File: src/hdl/ket_ram.sv
// Single-port-write, single-port-read synchronous memory with registered read data.
module ket_ram #(
   parameter int WIDTH = 32,
   parameter int DEPTH = 64
) (
   input  logic                     clock,
   input  logic                     wr_en,
   input  logic [$clog2(DEPTH)-1:0] wr_addr,
   input  logic [WIDTH-1:0]         wr_data,
   input  logic [$clog2(DEPTH)-1:0] rd_addr,
   output logic [WIDTH-1:0]         rd_data
);

   logic [WIDTH-1:0] mem_ff [DEPTH];
   logic [WIDTH-1:0] rd_data_ff;

   always_ff @(posedge clock) begin
      if (wr_en) begin
         mem_ff[wr_addr] <= wr_data;
      end
      rd_data_ff <= mem_ff[rd_addr];
   end

   assign rd_data = rd_data_ff;

endmodule

File: config.mk
export PLATFORM = sky130hd
export DESIGN_NAME = ket_ram
export DESIGN_NICKNAME = d
export VERILOG_FILES = /design/src/hdl/ket_ram.sv
export SDC_FILE = /design/constraint.sdc
export NUM_CORES = 2
export LEC_CHECK = 0
export BUFFER_PORTS_ARGS = -buffer_cell sky130_fd_sc_hd__buf_2
export CAP_MARGIN = 40
export CORE_AREA = 2 2 375 377
export DETAILED_ROUTE_END_ITERATION = 6
export DIE_AREA = 0 0 377 379
export GPL_ROUTABILITY_DRIVEN = 1
export PLACE_DENSITY_LB_ADDON = 0.12
export SLEW_MARGIN = 25
export SYNTH_ARGS = -nofsm -noshare
export SYNTH_HDL_FRONTEND = slang
export SYNTH_SLANG_ARGS = --single-unit
File: constraint.sdc
create_clock -name clock -period 4 [get_ports clock]
set_clock_uncertainty 0.1 [all_clocks]
set_input_delay 0.8 -clock clock [delete_from_list [all_inputs] [get_ports clock]]
set_output_delay 0.8 -clock clock [all_outputs]
set_load 0.02 [all_outputs]
# ---- Word level (Yosys, flattened, before mapping)
# Memories as Yosys holds them, arrays and structs flattened. A register that Yosys moved wholly into a read port is not among the register bits.
# Index checks and enable logic that the tools add are counted.
dict set report totals {
  reg_bits 0
  mem_bits_rw 2048
  input_bits 46
  wordCells 3
  memories 1
}
dict set report op_classes {
  n_mux 2
}
# name depth word_bits read_ports rd_ports_with_merged_regs wr line
set mem_list {}
lappend mem_list {mem_ff 64 32 1 1 1 14} ;# logic [WIDTH-1:0] mem_ff [DEPTH];
# cell n
set ops {}
lappend ops {{$mux W1} 2}

# ---- Logic depth before layout (Yosys ltp)
dict set report depth {
  depth_word 2
  mapped_depth 10
  mapped_depth_nobuf 5
}

# ---- Least setup slack after synthesis
# No wires, ideal clock.
dict set report synth_timing {
  path_kind {input port to flip-flop}
  start {input wr_addr[3]}
  end {memory mem_ff[48][0], enable pin}
  setup_ns 0.461
  arrival_time_ns 3.499
  setup_slack_ns -0.060
  stages 4
  n_path_buf 1
  path_cell_list {clkbuf_1 nor2b_1 nand4b_1 nor3_1}
}
# item line
set synth_lines {}
lappend synth_lines {{start, declared} 8} ;# input logic [$clog2(DEPTH)-1:0] wr_addr,
lappend synth_lines {{end, declared} 14}
# Straight into the memory's write port.

==> results.txt <==
Die Wd - 377 um
cts bufs inserted - 204
Final Core Density - 0.652
Fin Setup TNS - 0 ns
Final Max Slew Viols - 0
top-count cell post-synth - edfxtp_1
Port Buffers - 77
crit end category - flop
clock tree from TritonCTS - done
post-place setup slack - 0.160 ns
Slew @ Worst Pin - 0.869 ns
DRT Pass-1 Iters - 6
clk slew on worst S/H paths - 0.06 ns
dominant cell type by area after synthesis - edfxtp_1
CP Buf/Inv Count - 3
die area - 143000 um2
post-CTS sizing - 0
Final WS setup - 1.04 ns
final-report setup violation count - 0
post-route ant nets - 0
dominant cells by area after synthesis - edfxtp_1 78%, mux4_2 16%, mux2i_1 1.2%, dfxtp_1 0.82%, o22ai_1 0.67%
io pins - 78
P&R area growth vs syn - 15.2%
fin crit period - 2.96 ns
fmax - 338 MHz
Total Wirelength - 204000 um
routed vias - 37744
Final GP Congestion - 0.847
hpwl dp - 122000 um
row count - 137
startpoint types - primary input
hold buffers post-CTS - 0
post-synth top area share - 0.783
final cell count without fillers - 5677
Yosys Warn Count - 0
WL/cell - 36.0 um
Hold Worst Slack - 0.245 ns
syn nets - 3370
run status - complete, no violations
mean area per synthesized cell - 23.6 um2
first-pass GRT wire length - 286000 um
post-synthesis sequential area ratio - 0.791
initial antenna violation count - 20
largest net degree at the start of global routing - 71
Lkg Pwr - 28.6 nW
CP max FO - 30
crit-path max cell delay - 0.69 ns
drt via density - 6.65
Mapped Area - 78500 um2
vias in the first global route - 38263
CP Cell Sequence - buf_8, buf_12, buf_4, mux4_2, mux4_2, o22ai_1, nor2_1
GRT Resource Usage Total - 0.292
Worst EP arrival - 3.56 ns
reg2reg start - mem_ff[59][3]
Synth async-reset ratio - 0
clk sinks - 2080
max_slew headroom - 0.421
Die H - 379 um
worst min-delay path class - in -> reg
R2R Setup Slk - 1.55 ns
clk_lat worst skew - 0.85 ns
layout cell share with drive strength beyond 1 - 0.318
GRT overflow - 0
Post-Place Cells - 5283
dpl cell area - 83700 um2
Starting DRT DRC Count - 5182
critical hold path startpoint - wr_data[1]
# H-tree levels - 4
Syn Inst Count - 3324
Synth cell types - 34
Post-synth EDFFs - 2048
RSZ-0062 raised after global routing - no
Max-Cap Viols - 0
NumNets Final - 3735
prevailing post-synth register cell - edfxtp_1
CTS root buf - clkbuf_16
final instance area - 90500 um2
DRC errors left - 0
Top cell by count, worst path - mux4_2
post-synthesis register bit count - 2080
initial core utilization - 0.565
Critical Path RT - 4.60 ns
CTS max path bufs - 3
total power per unit cell area - 504 nW/um2
Core Area - 139000 um2
count of final hold-check violations - 0
CP max-delay cell - o22ai_1
worst setup path category - in -> reg
Post-CTS Setup Repair Bufs - 0
final cycle utilization of the critical path - 0.739
top cells by count, synth - 2048 x edfxtp_1, 544 x mux4_2, 137 x nor2_1
Tot Pwr - 45.6 mW
worst vdd ir - 0.381 mV
Top delay family on crit path - multiplexers
Worst Setup SP - rd_addr[0]
## layout by cell type, fill, tap and decap left out, types with 4 or more instances in the layout
master and n:
buf_2 71, and3_1 4, buf_12 74, nand3_1 5
nor3_1 5, nor2b_1 15, a311oi_1 8, nor2_1 75
clkbuf_1 54, nor2_4 62, clkbuf_8 7, nand2_1 26
nand2b_1 8, edfxtp_1 2048, buf_4 185, clkinv_2 30
clkinv_16 5, a21oi_1 62, o221ai_1 27, clkinv_1 50
buf_16 5, dfxtp_1 32, inv_6 4, o22ai_1 84
a22oi_1 12, o32ai_1 4, nand3b_1 5, bufinv_16 18
a41o_1 4, mux2i_1 93, mux4_2 544, clkbuf_16 206
diode_2 5
## power by group
group          total [mW]  switching, mW  internal, mW
Combinational        2.46           1.52         0.944
Clock                18.9           8.12          10.8
Sequential           24.2          0.111          24.1
## cells by family after synthesis
logic type / count (synthesis) / share of synthesized area
mux: 637 / 0.168
buf+inv: 182 / 0.0113
simple gates: 223 / 0.0127
flops: 2080 / 0.791
compound gates: 202 / 0.0167
## layout make-up
class / count / area [um2]
diodes: 5 / 12.5
repair buffers: 341 / 3440
fillers: 8843 / 48400
clock inverters: 115 / 1190
well taps: 1807 / 2260
clock buffers: 267 / 5450
flip-flops and latches: 2080 / 62100
multi-input cells: 1062 / 16000
## registers in the layout (all words and copies together) (netlist names)
| register | cells |
|---|---|
| mem_ff | 2048 |
| rd_data | 32 |
## routing by layer
layer,wire [um],vias up,track usage
li1,-,15029,-
met5,132,-,0
met3,22900,341,0.0818
met4,6740,18,0.0962
met1,77900,20290,0.409
met2,96800,2066,0.450
## final timing paths
kind	cells after the start	endpoint
worst max-delay path	7	rd_data[27]
worst min-delay path	1	mem_ff[23][1]
worst max register to register	4	rd_data[3]
worst min register to register	4	rd_data[17]
Power figures use the tool's default switching activity.
