**src/hdl/ket_pkg.sv**
```systemverilog
// Shared types and codes for the keyed entry table.
package ket_pkg;

   localparam int KEY_BITS      = 32;
   localparam int NAME_IO_BITS  = 64;
   localparam int CAP_BITS      = 7;
   localparam logic [CAP_BITS-1:0] CAP_RESET = 7'd64;

   typedef enum logic [1:0] {
      CMD_ADD    = 2'd0,
      CMD_DELETE = 2'd1,
      CMD_GET    = 2'd2,
      CMD_UPDATE = 2'd3
   } cmd_type;

   typedef enum logic [2:0] {
      ST_OK       = 3'd0,
      ST_FULL     = 3'd1,
      ST_ADD_DUP  = 3'd2,
      ST_DEL_MISS = 3'd3,
      ST_GET_MISS = 3'd4,
      ST_UPD_MISS = 3'd5,
      ST_UPD_DUP  = 3'd6
   } status_type;

   typedef struct packed {
      cmd_type                        cmd;
      logic signed [KEY_BITS-1:0]     key;
      logic signed [KEY_BITS-1:0]     new_key;
      logic [NAME_IO_BITS-1:0]        name_value;
   } req_type;

   typedef struct packed {
      status_type                     status;
      logic signed [KEY_BITS-1:0]     found_key;
      logic [NAME_IO_BITS-1:0]        found_name;
   } rsp_type;

endpackage

```
**src/hdl/ket_seq.sv**
```systemverilog
// Request sequencer: linear search, delete compaction, write-back and result register.
module ket_seq
   import ket_pkg::*;
#(
   parameter int DEPTH     = 64,
   parameter int NAME_BITS = 64
) (
   input  logic                     clock,
   input  logic                     reset,
   input  logic [CAP_BITS-1:0]      capacity,
   input  logic                     req_valid,
   output logic                     req_stall,
   input  req_type                  req,
   output logic [$clog2(DEPTH)-1:0] rd_addr,
   input  logic [KEY_BITS-1:0]      key_rd,
   input  logic [NAME_BITS-1:0]     name_rd,
   output logic                     wr_en,
   output logic [$clog2(DEPTH)-1:0] wr_addr,
   output logic [KEY_BITS-1:0]      wr_key,
   output logic [NAME_BITS-1:0]     wr_name,
   output logic                     rsp_valid,
   input  logic                     rsp_stall,
   output rsp_type                  rsp
);

   localparam int AW = $clog2(DEPTH);
   localparam int CW = $clog2(DEPTH + 1);
   localparam int LW = (CW > CAP_BITS) ? CW : CAP_BITS;

   typedef enum logic [1:0] {
      S_IDLE,
      S_SCAN,
      S_FINISH
   } state_type;

   state_type                 state_ff, state_in;
   req_type                   req_ff, req_in;
   logic [CW-1:0]             count_ff, count_in;
   logic [CW-1:0]             rd_ptr_ff, rd_ptr_in;
   logic [AW-1:0]             chk_ptr_ff, chk_ptr_in;
   logic [AW-1:0]             slot_ff, slot_in;
   logic                      hit_ff, hit_in;
   logic                      dup_ff, dup_in;
   logic                      full_ff, full_in;
   logic [KEY_BITS-1:0]       hit_key_ff, hit_key_in;
   logic [NAME_BITS-1:0]      hit_name_ff, hit_name_in;
   logic                      rsp_valid_ff, rsp_valid_in;
   rsp_type                   rsp_ff, rsp_in;

   logic accept;
   logic take;
   logic at_limit;
   logic match_key;
   logic match_new;

   assign req_stall = (state_ff != S_IDLE);
   assign accept    = req_valid && !req_stall;
   assign take      = rsp_valid_ff && !rsp_stall;
   assign at_limit  = (LW'(count_ff) >= LW'(capacity)) || (count_ff == CW'(DEPTH));
   assign match_key = (key_rd == req_ff.key);
   assign match_new = (key_rd == req_ff.new_key) && (req_ff.new_key != req_ff.key);

   always_comb begin
      state_in     = state_ff;
      req_in       = req_ff;
      count_in     = count_ff;
      rd_ptr_in    = rd_ptr_ff;
      chk_ptr_in   = chk_ptr_ff;
      slot_in      = slot_ff;
      hit_in       = hit_ff;
      dup_in       = dup_ff;
      full_in      = full_ff;
      hit_key_in   = hit_key_ff;
      hit_name_in  = hit_name_ff;
      rsp_valid_in = rsp_valid_ff;
      rsp_in       = rsp_ff;
      rd_addr      = rd_ptr_ff[AW-1:0];
      wr_en        = 1'b0;
      wr_addr      = chk_ptr_ff - AW'(1);
      wr_key       = key_rd;
      wr_name      = name_rd;

      if (take) begin
         rsp_valid_in = 1'b0;
      end

      case (state_ff)
         S_IDLE: begin
            rd_addr = '0;
            if (accept) begin
               req_in     = req;
               hit_in     = 1'b0;
               dup_in     = 1'b0;
               full_in    = (req.cmd == CMD_ADD) && at_limit;
               rd_ptr_in  = CW'(1);
               chk_ptr_in = '0;
               if (count_ff == '0 || ((req.cmd == CMD_ADD) && at_limit)) begin
                  state_in = S_FINISH;
               end else begin
                  state_in = S_SCAN;
               end
            end
         end
         S_SCAN: begin
            // keys are unique, so at most one entry matches key
            if (match_key) begin
               hit_in      = 1'b1;
               slot_in     = chk_ptr_ff;
               hit_key_in  = key_rd;
               hit_name_in = name_rd;
            end
            if (match_new) begin
               dup_in = 1'b1;
            end
            // shift each entry after the deleted one down by a slot
            if (hit_ff && req_ff.cmd == CMD_DELETE) begin
               wr_en = 1'b1;
            end
            if (rd_ptr_ff < count_ff) begin
               chk_ptr_in = rd_ptr_ff[AW-1:0];
               rd_ptr_in  = rd_ptr_ff + CW'(1);
            end else begin
               state_in = S_FINISH;
            end
         end
         S_FINISH: begin
            if (!rsp_valid_ff || take) begin
               rsp_valid_in      = 1'b1;
               rsp_in.status     = ST_OK;
               rsp_in.found_key  = '0;
               rsp_in.found_name = '0;
               state_in          = S_IDLE;
               case (req_ff.cmd)
                  CMD_ADD: begin
                     if (full_ff) begin
                        rsp_in.status = ST_FULL;
                     end else if (hit_ff) begin
                        rsp_in.status = ST_ADD_DUP;
                     end else begin
                        wr_en    = 1'b1;
                        wr_addr  = count_ff[AW-1:0];
                        wr_key   = req_ff.key;
                        wr_name  = req_ff.name_value[NAME_BITS-1:0];
                        count_in = count_ff + CW'(1);
                     end
                  end
                  CMD_DELETE: begin
                     if (!hit_ff) begin
                        rsp_in.status = ST_DEL_MISS;
                     end else begin
                        count_in = count_ff - CW'(1);
                     end
                  end
                  CMD_GET: begin
                     if (!hit_ff) begin
                        rsp_in.status = ST_GET_MISS;
                     end else begin
                        rsp_in.found_key  = $signed(hit_key_ff);
                        rsp_in.found_name = NAME_IO_BITS'(hit_name_ff);
                     end
                  end
                  CMD_UPDATE: begin
                     if (dup_ff) begin
                        rsp_in.status = ST_UPD_DUP;
                     end else if (!hit_ff) begin
                        rsp_in.status = ST_UPD_MISS;
                     end else begin
                        wr_en   = 1'b1;
                        wr_addr = slot_ff;
                        wr_key  = req_ff.new_key;
                        wr_name = req_ff.name_value[NAME_BITS-1:0];
                     end
                  end
                  default: begin
                     rsp_in.status = ST_OK;
                  end
               endcase
            end
         end
         default: begin
            state_in = S_IDLE;
         end
      endcase
   end

   always_ff @(posedge clock) begin
      if (reset) begin
         state_ff     <= S_IDLE;
         count_ff     <= '0;
         rsp_valid_ff <= 1'b0;
      end else begin
         state_ff     <= state_in;
         count_ff     <= count_in;
         rsp_valid_ff <= rsp_valid_in;
      end
      req_ff      <= req_in;
      rd_ptr_ff   <= rd_ptr_in;
      chk_ptr_ff  <= chk_ptr_in;
      slot_ff     <= slot_in;
      hit_ff      <= hit_in;
      dup_ff      <= dup_in;
      full_ff     <= full_in;
      hit_key_ff  <= hit_key_in;
      hit_name_ff <= hit_name_in;
      rsp_ff      <= rsp_in;
   end

   assign rsp_valid = rsp_valid_ff;
   assign rsp       = rsp_ff;

   a_count_bound: assert property (@(posedge clock) disable iff (reset)
      count_ff <= CW'(DEPTH))
      else $error("entry count beyond table depth");

   a_count_on_finish: assert property (@(posedge clock) disable iff (reset)
      !$stable(count_ff) |-> ($past(state_ff == S_FINISH) || $past(reset)))
      else $error("entry count changed outside request completion");

   a_rsp_from_finish: assert property (@(posedge clock) disable iff (reset)
      $rose(rsp_valid_ff) |-> $past(state_ff == S_FINISH))
      else $error("result raised without a finished request");

   a_shift_no_clash: assert property (@(posedge clock) disable iff (reset)
      (wr_en && state_ff == S_SCAN) |-> (wr_addr != rd_addr))
      else $error("compaction write hits the slot being read");

endmodule

```
**config.mk**
```make
export PLATFORM = sky130hd
export DESIGN_NAME = ket_seq
export DESIGN_NICKNAME = d
export VERILOG_FILES = /design/src/hdl/ket_pkg.sv /design/src/hdl/ket_seq.sv
export SDC_FILE = /design/constraint.sdc
export NUM_CORES = 1
export LEC_CHECK = 0
export BUFFER_PORTS_ARGS = -buffer_cell sky130_fd_sc_hd__buf_2
export CORE_MARGIN = 1.5
export CORE_UTILIZATION = 40
export DETAILED_ROUTE_END_ITERATION = 10
export GPL_TIMING_DRIVEN = 1
export PLACE_DENSITY_LB_ADDON = 0.2
export SYNTH_ARGS = -nofsm -noshare
export SYNTH_HDL_FRONTEND = slang
export SYNTH_SLANG_ARGS = --single-unit
```
**constraint.sdc**
```tcl
create_clock -name clock -period 4.6 [get_ports clock]
set_input_delay 0.23 -clock clock [delete_from_list [all_inputs] [get_ports clock]]
set_output_delay 0.23 -clock clock [all_outputs]
set_load 0.05 [all_outputs]
```
After elaboration in Yosys (flattened, before gate mapping):

Index checks and enable logic that the tools add are counted.

* equality and inequality tests: 18
* add/subtract/negate cells: 4
* reductions and logical operators: 27
* magnitude comparators: 2
* mux-type cells: 60

Operators by type and width (count)
* $mux 64: 6
* $mux 32: 6
* $pmux 64 s2: 1
* $eq 32x32->1: 2
* $pmux 32 s2: 1
* $mux 6: 9
* $mux 7: 5
* $ne 32x32->1: 1
* $pmux 7 s2: 2
* $pmux 6 s2: 2
* $ne 2x2->1 const B: 9
* $add 7x1->7 const B: 2
* $mux 2: 7
* $mux 1: 12
* $pmux 3 s4: 1
* $reduce_and 3->1: 4
* $mux 3: 3
* $pmux 1 s2: 4
* $reduce_and 2->1: 4
* $eq 7x7->1 const B: 1
* $ge 7x7->1: 1
* $logic_not 7->1: 1
* $lt 7x7->1: 1
* $sub 7x1->7 const B: 1
* 10 further kinds: 25

* logic and storage cells: 129
* output and inout bits: 210
* input bits: 237
* register bits after elaboration: 357

Longest topological paths before layout:

Gate-level depths: netlist of the first run.

* depth in word-level cells: 7
* gate-level depth with buffers: 11

Least setup slack after synthesis of the first run:

No wires, ideal clock.

* path kind: register to output
* from: reg rsp_valid_ff, in the netlist rsp_valid
* to: out wr_key[27]
* required time: 4.370 ns
* cell stages (with the launch flop): 6
* path slack: -1.084 ns
* data arrival time: 5.454 ns
* path buffers: 2
* cells stage by stage: dfxtp_1 > a21boi_2 > nand2b_1 > clkbuf_1 > clkbuf_1 > o21ai_0

* cells in the longest elaborated chain, start to end: 4
* elaborated cells on any way between the ends: 5

Ends and longest elaborated chain
* start: declaration: line ket_seq.sv:47 `logic rsp_valid_ff, rsp_valid_in;`
* start signal: assignment: line ket_seq.sv:194 `rsp_valid_ff <= rsp_valid_in;`
* $logic_not 1->1 or $logic_and 1x1->1 (tied branches): line ket_seq.sv:127, ket_seq.sv:58
* $logic_or 1x1->1 *: line ket_seq.sv:127 `if (!rsp_valid_ff || take) begin`
* $mux 32 *: line ket_seq.sv:127
* $mux 32 *: line ket_seq.sv:87 `case (state_ff)`
* end: declaration: line ket_seq.sv:19 `output logic [KEY_BITS-1:0] wr_key,`

Mark *: on every way between the ends. The rest lies on a longest branch, timed or not.

Worst setup path in the final report of the first run:

* from: reg state_ff[0]
* to: out wr_key[23]

* cells in the longest elaborated chain, start to end: 2

Ends and longest elaborated chain
* start: declaration: line ket_seq.sv:36 `state_type state_ff, state_in;`
* start signal: assignment: line ket_seq.sv:192 `state_ff <= state_in;`
* $eq 2x2->1: line ket_seq.sv:87
* $mux 32: line ket_seq.sv:87

No other way between the ends.

==> out/qor.txt, run 1 <==
Status = complete, no violations
Hold-fix buffers at CTS = 225
WP data required = 4.37 ns
Max-Cap Viols = 0
Post-synthesis cell count = 1002
IO Pins = 447
Crit Reg-Reg Endpoint = hit_name_ff[4]$_DFFE_PP_
Pleak = 0.00875 uW
Xor and xnor area share after synthesis = 6.31%
Core ar. = 36800 sq um
Post-synth ARST share = 0%
Post-synthesis compound-gate area fraction = 8.89%
Filler instances = 2938
Initial core utilization = 40.7%
Mapped Area = 15000 sq um
Critical path's slowest cell = nand2b_4
Post-CTS sizing = 0
Commonest cells in the netlist = edfxtp_1, and3_1, xnor2_1, a22o_1, o21ai_0
DRC viols = 0
Final setup vio count = 0
Die area = 38600 sq um
Die Ht = 197 um
Hold violation count in the final report = 0
Post-CTS Setup Bufs = 0
R2R Path Start = req_ff[108]$_DFFE_PP_
Top-count cell post-synth = edfxtp_1
H-tree levels = 2
Post-synthesis simple-gate area fraction = 9.12%
Adder-Cell Fraction of Synth Area = 2.39%
Hold slack = 0.0226 ns
Post-synth EDFFs = 347
CP Capture Type = output port
Critical Path Start = state_ff[0]$_SDFFE_PP0P_
Hold path startpoint = key_rd[7]
Period utilisation layout = 81.4%
Slew HR = 20.8%
Routed WL per cell = 20.4 um
RSZ-0062 raised after global routing = false
Largest family of logic cells by synthesized area = simple AND/OR/NAND/NOR gates
Synth top area cells = edfxtp_1, xnor2_1, and3_1
Port Buffers = 446
Placer congestion estimate = 0.829
Setup Skew = 0.0133 ns
Hold Path Class = in -> reg
Critical path class = reg -> out
Dominant cell type by area after synthesis = edfxtp_1
HPWL after DPL = 29800 um
Syn-to-layout area delta = 40.7%
Vias per inst = 5.14
Yosys cell types = 49
Yosys Warn Count = 0
Final setup TNS = 0 ns
Vias = 11100
Global-route wire length before repair = 64900 um
CP Capture Point = wr_key[23]
Power per cell area = 464 nW/um^2
Post-route ant nets = 0
CTS root buf = clkbuf_16
Max FO, Critical Path = 96
CP cell instances = inv_1, ha_1, a21boi_4, nand2b_1, buf_4, nand2b_4, nand2_1, o21ai_0, buf_2
Synth top area share = 69.5%
Proportion of synthesized area in mux cells = 0.134%
Worst vdd ir = 0.274 mV
Max clock buf depth = 3
Worst-Skew Late Latency = 0.53 ns
Syn nets = 1267
Slew @ Worst Pin = 1.19 ns
CTS tree = yes
Most used DFF post-synth = edfxtp_1
DRT Wirelength = 44200 um
DR iter-0 viols = 551
Vias in the first global route = 11200
Slew Limit Fails = 0
Fmax = 267 MHz
Max stage delay on crit path = 0.99 ns
Grt ovf = 0
Post-synthesis sequential area ratio = 70.9%
GRT Overall Usage = 22.2%
Final Critical Period = 3.74 ns
Total clock sinks = 357
Cts bufs inserted = 38
WP data arrival = 3.51 ns
Startpoint Class = flop
Area taken by multi-input logic gates = 4060 sq um
Seq. cell area = 10600 sq um
Final #Nets = 1936
Chip width = 197 um
DRT Pass-1 Iters = 4
FP Rows = 70
Syn Area/Cell = 15.0 sq um
Largest net degree at the start of global routing = 97
Share of cells above drive strength 1 = 31.1%
Initial antenna violation count = 1
R2R depth = 5
FF+latch count, synth = 357
Worst R2R Setup Slack = 1.60 ns
Clock transition at path regs = 0.06 ns
## final cells by class
cell class                 count  area share [%]
sequential                   357            50.4
timing repair buffer         685            21.8
multi-input combinational    565            19.3
clock buffer                  44            4.72
tap                          468            2.78
clock inverter                21           0.629
inverter                      24           0.427
antenna                        1          0.0119
## layout by cell type (no fill, tap or decap), types with 4 or more instances in the layout
cell type / Yosys / final
buf_2: 16 / 446
edfxtp_1: 347 / 347
dlygate4sd3_1: 0 / 225
and3_1: 98 / 97
xnor2_1: 71 / 71
a22o_1: 64 / 64
o21ai_0: 44 / 44
nand2_1: 43 / 43
clkbuf_16: 0 / 39
a22oi_1: 38 / 38
xor2_1: 37 / 37
ha_1: 27 / 26
inv_1: 24 / 24
nor2_1: 22 / 21
nand4_1: 19 / 19
a21oi_1: 16 / 16
and2_1: 14 / 13
buf_4: 2 / 13
nor2b_1: 12 / 12
nor4_1: 12 / 12
clkinv_2: 0 / 11
dfxtp_1: 10 / 10
nand3_1: 7 / 7
o22ai_1: 6 / 6
clkinv_1: 0 / 6
clkbuf_1: 36 / 5
nor3_1: 4 / 4
## per-stage QoR
step | area [sq um] | worst slack [ns] | std cells | utilization (%) | power (uW)
finish | 21100 | 0.856 | 2165 | 57.3 | 9780
global route | 21100 | 0.606 | 2165 | 57.3 | 10100
CTS | 21100 | 0.833 | 2164 | 57.3 | 9840
detailed placement | 17700 | 1.40 | 1874 | 48.1 | 6870
global placement | 17700 | 1.51 | 1874 | 48.1 | 6840
floorplan | 15000 | 0.131 | 1002 | - | 6110
## per-layer routing
metal / routed length (um) / track usage [%]
met1: 17400 / 27.5
met2: 21300 / 37.4
met3: 3260 / 4.16
met4: 2170 / 11.1
met5: 0 / 0
## logic make-up (layout without fill, tap and decap cells)
logic type,after synthesis,in the layout
AOI/OAI and AO/OA,185,185
xor gates and xnor gates,108,108
adders and majority gates,28,28
buffers and inverters,80,774
DFF,357,357
muxes,2,2
other,0,1
and+or+nand+nor,242,242
## registers in the layout, indices dropped and copies added (netlist names)
name,cells
req_ff,130
rsp,99
hit_name_ff,64
hit_key_ff,32
count_ff,7
rd_ptr_ff,7
chk_ptr_ff,6
slot_ff,6
state_ff,2
dup_ff,1
full_ff,1
hit_ff,1
rsp_valid,1
## critical path, delay by kind of cell, from the launching register on
kind                     cells  cell delay [ns]
flip-flops                   1             0.35
AND/OR/NAND/NOR              3             1.19
buffers and inverters        3             0.81
AO/OA/AOI/OAI                2             0.35
adder cells (fa/ha/maj)      1             0.22
## worst min-delay path by stage
stage,end,slack (ns),depth (start not counted)
after global placement,req_ff[77]$_DFFE_PP_,0.41,1
final,hit_key_ff[7]$_DFFE_PP_,0.02,1
after global routing,hit_key_ff[7]$_DFFE_PP_,0.02,1
after floorplan,hit_key_ff[0]$_DFFE_PP_,0.33,0
after CTS,hit_key_ff[7]$_DFFE_PP_,0.009,1
after detailed placement,req_ff[113]$_DFFE_PP_,0.41,1
## power breakdown
group          total, uW  switching [uW]  internal [uW]
Clock               2830            1230           1600
Sequential          4230             196           4040
Combinational       2710            2000            713
No activity file was read; power rests on OpenSTA's default activity.
==> inputs of run 2 (changes only) <==
--- a/config.mk
+++ b/config.mk
@@ -5,6 +5,7 @@
 export SDC_FILE = /design/constraint.sdc
 export NUM_CORES = 1
 export LEC_CHECK = 0
+export ABC_AREA = 1
 export BUFFER_PORTS_ARGS = -buffer_cell sky130_fd_sc_hd__buf_2
 export CORE_MARGIN = 1.5
 export CORE_UTILIZATION = 40
==> constraint.sdc (replaced) <==
create_clock -name clock -period 3.7 [get_ports clock]
set_input_delay 0.185 -clock clock [delete_from_list [all_inputs] [get_ports clock]]
set_output_delay 0.185 -clock clock [all_outputs]
set_load 0.05 [all_outputs]
==> run 2 against run 1 <==
Compared with the run above: area after synthesis up 8.4%; utilization is 0.31 points lower; routed wire length up 14%; die area up 8.3%; register-to-register slack worse by 0.31 ns; sequential power is 41% higher; flip-flop and latch count stayed put; critical endpoint is now wr_name[63]; largest power group is now combinational logic.
==> out/qor.txt, run 2 <==
Biggest register = req_ff
CTS root buf = clkbuf_16
Hold Path Class = in -> reg
Logic gate share of total power = 37.0%
Final setup vio count = 0
Initial antenna violation count = 3
Hold slack = 0.144 ns
Switching part of the total = 41.1%
FP Rows = 73
HPWL after DPL = 34500 um
Status = complete, no violations
CP Capture Type = output port
Cts bufs inserted = 41
Max FO, Critical Path = 39
Most common cell after layout, fill and taps aside = buf_2
Hold violation count in the final report = 0
Initial core utilization = 40.7%
Sequential fraction of design power = 36.7%
Most frequent cells in the layout = buf_2, nand2_1, edfxtp_1
Syn nets = 1827
Post-synthesis cell count = 1562
Setup Skew = 0.0263 ns
Post-synth EDFFs = 347
Syn Area/Cell = 10.4 sq um
Vias in the first global route = 13400
Clock transition at path regs = 0.05 ns
Cell-internal power = 9540 uW
Worst-Skew Late Latency = 0.55 ns
Dominant cell type by area after synthesis = edfxtp_1
Routed WL per cell = 18.0 um
Clock Power Share = 26.3%
Vias per inst = 4.85
Switch Pwr = 6650 uW
Core ar. = 39900 sq um
DRC viols = 0
Slew HR = 38.1%
WP data arrival = 2.96 ns
IO Pins = 447
Commonest cells in the netlist = nand2_1, edfxtp_1, inv_1, nor2_1, nand3_1
Die Ht = 205 um
Fmax = 318 MHz
RSZ-0062 raised after global routing = false
Chip width = 205 um
Pleak = 0.0101 uW
CTS tree = yes
Period utilisation layout = 85.1%
Yosys cell types = 38
Post-synthesis sequential area ratio = 65.4%
Final setup TNS = 0 ns
Worst vdd ir = 0.735 mV
Final Core Density = 57.0%
Synth top area share = 64.1%
Port Buffers = 446
Final #Nets = 2506
Slew Limit Fails = 0
Critical path class = reg -> out
H-tree levels = 2
Max-Cap Viols = 0
WP data required = 3.51 ns
Max clock buf depth = 3
Post-route ant nets = 0
Placer congestion estimate = 0.849
Power per cell area = 711 nW/um^2
DRT Pass-1 Iters = 6
Syn-to-layout area delta = 40.1%
Die area = 41800 sq um
Share of cells above drive strength 1 = 24.2%
Final Critical Period = 3.15 ns
DRT Wirelength = 50400 um
Vias = 13600
Synth top area cells = edfxtp_1, nand2_1, inv_1
Global-route wire length before repair = 74500 um
FF+latch count, synth = 357
Post-CTS Setup Bufs = 0
Startpoint Class = flop
Largest net degree at the start of global routing = 104
Mapped Area = 16200 sq um
Yosys Warn Count = 0
Slew @ Worst Pin = 0.928 ns
Post-synth ARST share = 0%
Total clock sinks = 357
Top-count cell post-synth = nand2_1
DR iter-0 viols = 1017
Grt ovf = 0
Most used DFF post-synth = edfxtp_1
GRT Overall Usage = 23.6%
Max FFs per register = 130
-- run 2: cell count changes in the layout (fill, tap and decap cells not counted), sizes merged, moves of 64 or more --
cell / change
o21ai: +77
nand3: +85
inv: +218
and3: -99
nor2: +142
nand2: +334
a22o: -64
-- run 2: cell families after synthesis --
| logic type | after synthesis | synth area share [%] |
|---|---|---|
| buffers and inverters | 303 | 7.76 |
| AOI/OAI and AO/OA | 191 | 6.42 |
| xor gates and xnor gates | 31 | 1.67 |
| and+or+nand+nor | 652 | 16.6 |
| DFF | 357 | 65.4 |
| adders and majority gates | 28 | 2.20 |
-- run 2: final timing paths --
| kind | start | to | slack, ns | depth (start not counted) |
|---|---|---|---|---|
| setup / recovery | req_ff[128]$_DFFE_PP_ | wr_name[63] | 0.55 | 8 |
| hold / removal | req_valid | req_ff[4]$_DFFE_PP_ | 0.14 | 3 |
| setup reg to reg | req_ff[102]$_DFFE_PP_ | hit_name_ff[8]$_DFFE_PP_ | 1.29 | 9 |
| hold reg to reg | chk_ptr_ff[5]$_SDFFCE_PN0P_ | slot_ff[5]$_DFFE_PP_ | 0.48 | 0 |
-- run 2: worst max-delay path, cell delays in order (launching register included) --
cell	delay (ns)
edfxtp_1	0.38
inv_1	0.08
ha_1	0.33
nor2_4	0.06
inv_2	0.39
buf_4	0.52
o21ai_0	0.21
nand2_1	0.17
buf_2	0.29
-- run 2: area by class of cell --
class / count / area [sq um]
Multi-Input combinational cell: 902 / 4380
Inverter: 246 / 936
Fill cell: 3351 / 17200
Antenna cell: 4 / 10.0
Sequential cell: 357 / 10600
Tap cell: 525 / 657
Timing Repair Buffer: 693 / 4750
Clock buffer: 50 / 1080
Clock inverter: 24 / 324
-- run 2: per-stage QoR --
stage / instances / setup slack (ns) / instance area (sq um) / power [uW]
after global placement: 2495 / 1.16 / 19100 / 11800
final: 2801 / 0.551 / 22800 / 16200
after global routing: 2800 / 0.337 / 22800 / 16900
after floorplan: 1562 / 0.0378 / 16300 / 10200
after CTS: 2797 / 0.504 / 22800 / 16300
after detailed placement: 2495 / 1.12 / 19100 / 11800
-- run 2: power by group through the flow --
stage                     registers (uW)  clock network (uW)  logic (uW)
after floorplan                     7030                   0        3190
after global placement              6020                   0        5740
after detailed placement            6020                   0        5800
after CTS                           5940                4340        6010
after global routing                6030                4490        6410
final                               5950                4250        5990
-- run 2: what timing repair did --
action	4_1_cts	5_1_grt
hold buffers	228	0
resized for setup	0	0
endpoints found under the hold margin	229	0
-- run 2: routing by layer --
| metal | share of wire [%] | track usage (%) | wire [um] | vias to the layer above |
|---|---|---|---|---|
| met5 | 0 | 0 | 0 | - |
| met4 | 4.8 | 12.1 | 2410 | 0 |
| met3 | 7.3 | 4.79 | 3660 | 131 |
| met2 | 49 | 41.1 | 24800 | 595 |
| met1 | 39 | 27.5 | 19500 | 6321 |
| li1 | - | - | - | 6540 |
